===== src/rtl/core/hset_ram.sv =====
// ============================================================================
// Simple dual-port RAM
// One write port and one read port; read data registered.
// ============================================================================
module hset_ram #(
    parameter int WIDTH = 64,
    parameter int DEPTH = 64
) (
    input  logic                     clk,
    input  logic                     we,
    input  logic [$clog2(DEPTH)-1:0] waddr,
    input  logic [WIDTH-1:0]         wdata,
    input  logic [$clog2(DEPTH)-1:0] raddr,
    output logic [WIDTH-1:0]         rdata
);

    logic [WIDTH-1:0] mem [DEPTH];

    // Write port.
    always_ff @(posedge clk)
    begin
        if (we)
        begin
            mem[waddr] <= wdata;
        end
    end

    // Registered read port.
    always_ff @(posedge clk)
    begin
        rdata <= mem[raddr];
    end

endmodule


===== config.mk =====
export PLATFORM = sky130hd
export DESIGN_NAME = hset_ram
export DESIGN_NICKNAME = d
export VERILOG_FILES = /design/src/rtl/core/hset_ram.sv
export SDC_FILE = /design/constraint.sdc
export NUM_CORES = 2
export LEC_CHECK = 0
export BUFFER_PORTS_ARGS = -buffer_cell sky130_fd_sc_hd__buf_4
export CORE_MARGIN = 2
export CORE_UTILIZATION = 35
export DETAILED_ROUTE_END_ITERATION = 8
export GPL_ROUTABILITY_DRIVEN = 1
export PLACE_DENSITY_LB_ADDON = 0.25
export SYNTH_ARGS = -nofsm -noshare
export SYNTH_HDL_FRONTEND = slang
export SYNTH_SLANG_ARGS = --single-unit
export TNS_END_PERCENT = 5

===== constraint.sdc =====
create_clock -name clk -period 11.37 [get_ports clk]
set_input_delay 2.274 -clock clk [delete_from_list [all_inputs] [get_ports clk]]
set_output_delay 2.274 -clock clk [all_outputs]
set_load 0.05 [all_outputs]

# ---- Word-level counts from Yosys, hierarchy flattened
# Memory sizes are Yosys's and may differ from the RTL's. A register that Yosys moved wholly into a read port is not among the register bits.
# Cells that the tools add are included.
dict set report totals {
  ff_bits 0
  ram_bits 4096
  inputBits 78
  output_inout_bits 64
  word_cells 3
  n_memories 1
}
dict set report classes {
  mux 2
}
# name depth width rd rd_ports_with_merged_regs wr line
set mem_list {}
lappend mem_list {mem 64 64 1 1 1 17} ;# logic [WIDTH-1:0] mem [DEPTH];
# cell n
set ops {}
lappend ops {{1-bit two-way mux} 2}

# ---- Depth between registers and ports, before layout
dict set report depth {
  depth_word 2
  ltp_mapped 9
  mapped_depth_nobuf 5
}

# ---- Worst setup path before layout
# OpenSTA, ideal clock, no wires.
dict set report synth_timing {
  kind {input port to flip-flop}
  startpoint {input waddr[3]}
  endpoint {memory mem[48][0] (enable)}
  setup_time_ns 0.564
  t_arrival_ns 7.146
  required_time_ns 10.806
  slack_ns 3.660
  stages 4
  path_buffers 1
  cell_sequence {clkbuf_1 -> nor2b_1 -> nand4b_1 -> nor3_1}
}
# element line
set synth_rtl {}
lappend synth_rtl {{start: declaration} 11} ;# input logic [$clog2(DEPTH)-1:0] waddr,
lappend synth_rtl {{end: declaration} 17}
# Straight into the memory's write port.

==> impl_metrics.py <==
metrics = {
    "cells_and_area": {
        "final_net_count": 7070,
        "drive_above_1_share": 0.282,
        "layout.core_utilization": 0.403,
        "fillers": 38900,
        "most_common_library_cell_in_the_layout_ignoring_fill_and_taps": "edfxtp_1",
        "most_frequent_cells_in_the_layout": "edfxtp_1 (4096), mux4_2 (1024), clkbuf_16 (433)",
        "areaGrowthSynthToFinish_pct": 14.6,
    },
    "cts": {
        "cts_hold_buf": 0,
        "cts_tree": "yes",
        "cts.repair_timing.setup_buffer_count": 0,
        "cts_root_buffer": "clkbuf_16",
        "tritoncts.num_buffers": 425,
        "clk_pin_slew_worst_paths_ns": 0.06,
        "ctsLongestPathBuffers": 4,
        "clock_sink_count": 4160,
        "clock_insertion_delay_at_the_later_pin_of_the_skew_report_ns": 0.96,
        "cts_repair_resize_count": 0,
        "cts_max_level": 5,
    },
    "global_routing": {
        "grt_pass1_wl_um": 637000,
        "globalRouteTotalUtil": 0.202,
        "via_count_of_the_first_global_routing_pass": 76600,
        "antenna_found_initial": 31,
        "grt_max_degree": 120,
        "grt_overflow_total": 0,
    },
    "drt": {
        "routed-via-count": 75500,
        "post_drt_wl_per_cell_um": 34.9,
        "first_iter_violations": 9369,
        "routed-wl-met3_um": 32300,
        "ant_nets": 0,
        "drt_pass1_iterations": 5,
        "remaining_drc_errors": 0,
        "wirelength_um": 464000,
        "wirelength_met1_um": 196000,
        "route.met2.wl_um": 224000,
        "top_layer": "met5",
        "routed_via_density": 5.68,
    },
    "die": {
        "boundaryPins": 142,
        "die_w_um": 672,
        "num_rows": 245,
        "initial_cell_density_of_the_core": 0.351,
        "fp.dieArea_um2": 452000,
        "die_y_um": 672,
        "core-area_um2": 445000,
    },
    "timing": {
        "finalWorstPathRequiredPeriod_ns": 5.44,
        "finalClockSkew_ns": 0.0492,
        "grt_setup_unrepaired": "no",
        "final_sum_of_negative_setup_slack_ns": 0,
        "finalCritPeriodShare": 0.478,
        "timing.final.setup_violations": 0,
        "hold_ws_ns": 0.821,
        "timing.fmax_ghz": 0.184,
        "worst-slew-pin-transition_ns": 1.30,
        "final_max_slew_viol_count": 0,
        "timing_hold_violations_final": 0,
        "relSlewSlack": 0.130,
    },
    "synth": {
        "yosys_warn_count": 0,
        "synthesis.nets": 6676,
        "cell_accounting_for_the_most_synthesized_area": "edfxtp_1",
        "synth_area_um2": 156000,
        "async_reset_ff_frac": 0,
        "ys_top_cells_by_area": "edfxtp_1 (79%), mux4_2 (15%), mux2i_1 (0.86%), dfxtp_1 (0.82%), a22oi_1 (0.81%)",
        "postSynthCellCount": 6598,
        "synth_enable_flop_cells": 4096,
        "synth_cell_types": 33,
        "ys_flop_type": "edfxtp_1",
        "syn_avg_cell_area_um2": 23.7,
        "yosysTopAreaCellShare": 0.787,
        "postSynthRegisterBits": 4160,
        "ys_seq_area_frac": 0.795,
    },
    "setup_path": {
        "setup.worst_path.end": "rdata[31]$_DFF_P_",
        "reg2reg_setup_slack_ns": 9.07,
        "worstPathRequired_ns": 12.15,
        "critical_path.reg2reg.startpoint": "mem[11][48]$_DFFE_PP_",
        "critical_path.startpoint": "raddr[2]",
        "reg2regPathDepth": 5,
        "startpoint_type_of_the_worst_setup_path": "input port",
        "crit_arrival_ns": 6.22,
        "worst_r2r_endpoint": "rdata[48]$_DFF_P_",
        "worst-setup-path-type": "in2reg",
        "worstPathMaxFanout": 63,
        "worst_setup_path_end_kind": "flop",
    },
    "worst_hold_path": {
        "classification_of_the_worst_slack_hold_path": "reg2reg",
    },
    "placement": {
        "dpl.hpwl_um": 244000,
        "placement.io_buffers": 141,
        "place_congestion": 0.773,
    },
    "flow_run": {
        "max_cap_violations": 0,
    },
    "run_status": {
        "status": "finished, final reports clean",
    },
    "pwr": {
        "power.leakage_uw": 0.0551,
        "totalPowerFinal_uw": 32600,
        "power_density_nw_per_um2": 182,
        "power.ir.vdd_worst_mv": 0.125,
    },
}
synth_stat cells (all sizes together), types with 11 or more instances:
| cell | instances |
|---|---|
| dfxtp | 64 |
| buf | 230 |
| nand2 | 58 |
| or3 | 29 |
| or2 | 28 |
| a22o | 88 |
| mux4 | 1024 |
| inv | 19 |
| clkbuf | 140 |
| nand2b | 11 |
| edfxtp | 4096 |
| o221ai | 38 |
| a41oi | 26 |
| nor2b | 28 |
| a2bb2oi | 19 |
| a31oi | 18 |
| o22ai | 83 |
| nand3 | 45 |
| a22oi | 168 |
| nor2 | 112 |
| mux2i | 135 |
| a211oi | 63 |
| and3 | 64 |
flip-flops by register name, summed over array words and instances, names as in the netlist:
register	flops
mem	4096
rdata	64
where the power goes:
| part | internal [µW] | total [µW] | switching, µW |
|---|---|---|---|
| logic | 546 | 1570 | 1020 |
| registers | 17000 | 17100 | 92.6 |
| clock network | 8020 | 13900 | 5930 |
stage by stage:
stage / setup slack [ns] / cell area [µm²] / instances
final: 5.93 / 179000 / 13300
after floorplan: 3.66 / 156000 / 6598
after global routing: 5.83 / 179000 / 13300
after CTS: 6.01 / 179000 / 13300
after global placement: 4.90 / 165000 / 12500
after detailed placement: 4.95 / 165000 / 12500
critical path, cell delays in order:
cell	delay (ns)
buf_8	0.45
buf_4	0.65
buf_4	0.86
buf_4	0.78
mux4_2	0.42
mux2i_1	0.17
o22ai_1	0.13
a31oi_1	0.26
a211oi_1	0.07
cell type report:
cell class	count	area, µm²	share of cell area
sequential	4160	124000	0.694
clock buffer	527	11300	0.0630
timing repair buffer	337	2780	0.0155
tap	5928	7420	0.0414
clock inverter	264	2550	0.0142
antenna	10	25.0	0.000140
inverter	19	71.3	0.000398
multi-input combinational	2049	30800	0.172
worst min-delay path by stage:
stage / cells after the start / to / from
6_report: 4 / rdata[16]$_DFF_P_ / mem[52][16]$_DFFE_PP_
5_1_grt: 4 / rdata[16]$_DFF_P_ / mem[52][16]$_DFFE_PP_
4_1_cts: 4 / rdata[16]$_DFF_P_ / mem[52][16]$_DFFE_PP_
3_5_place_dp: 4 / rdata[2]$_DFF_P_ / mem[54][2]$_DFFE_PP_
3_3_place_gp: 4 / rdata[0]$_DFF_P_ / mem[36][0]$_DFFE_PP_
2_1_floorplan: 4 / rdata[61]$_DFF_P_ / mem[30][61]$_DFFE_PP_
cells by family after synthesis:
kind of cell	after synthesis	synth area share
compound gates	504	0.0248
buf+inv	389	0.0118
flops	4160	0.795
mux	1159	0.156
simple gates	386	0.0124
metal layers:
metal,global-route usage,vias up
li1,-,29300
met1,0.287,42500
met2,0.329,3072
met3,0.0308,622
met4,0.0469,4
met5,0,-
(Power assumes the default switching activity.)
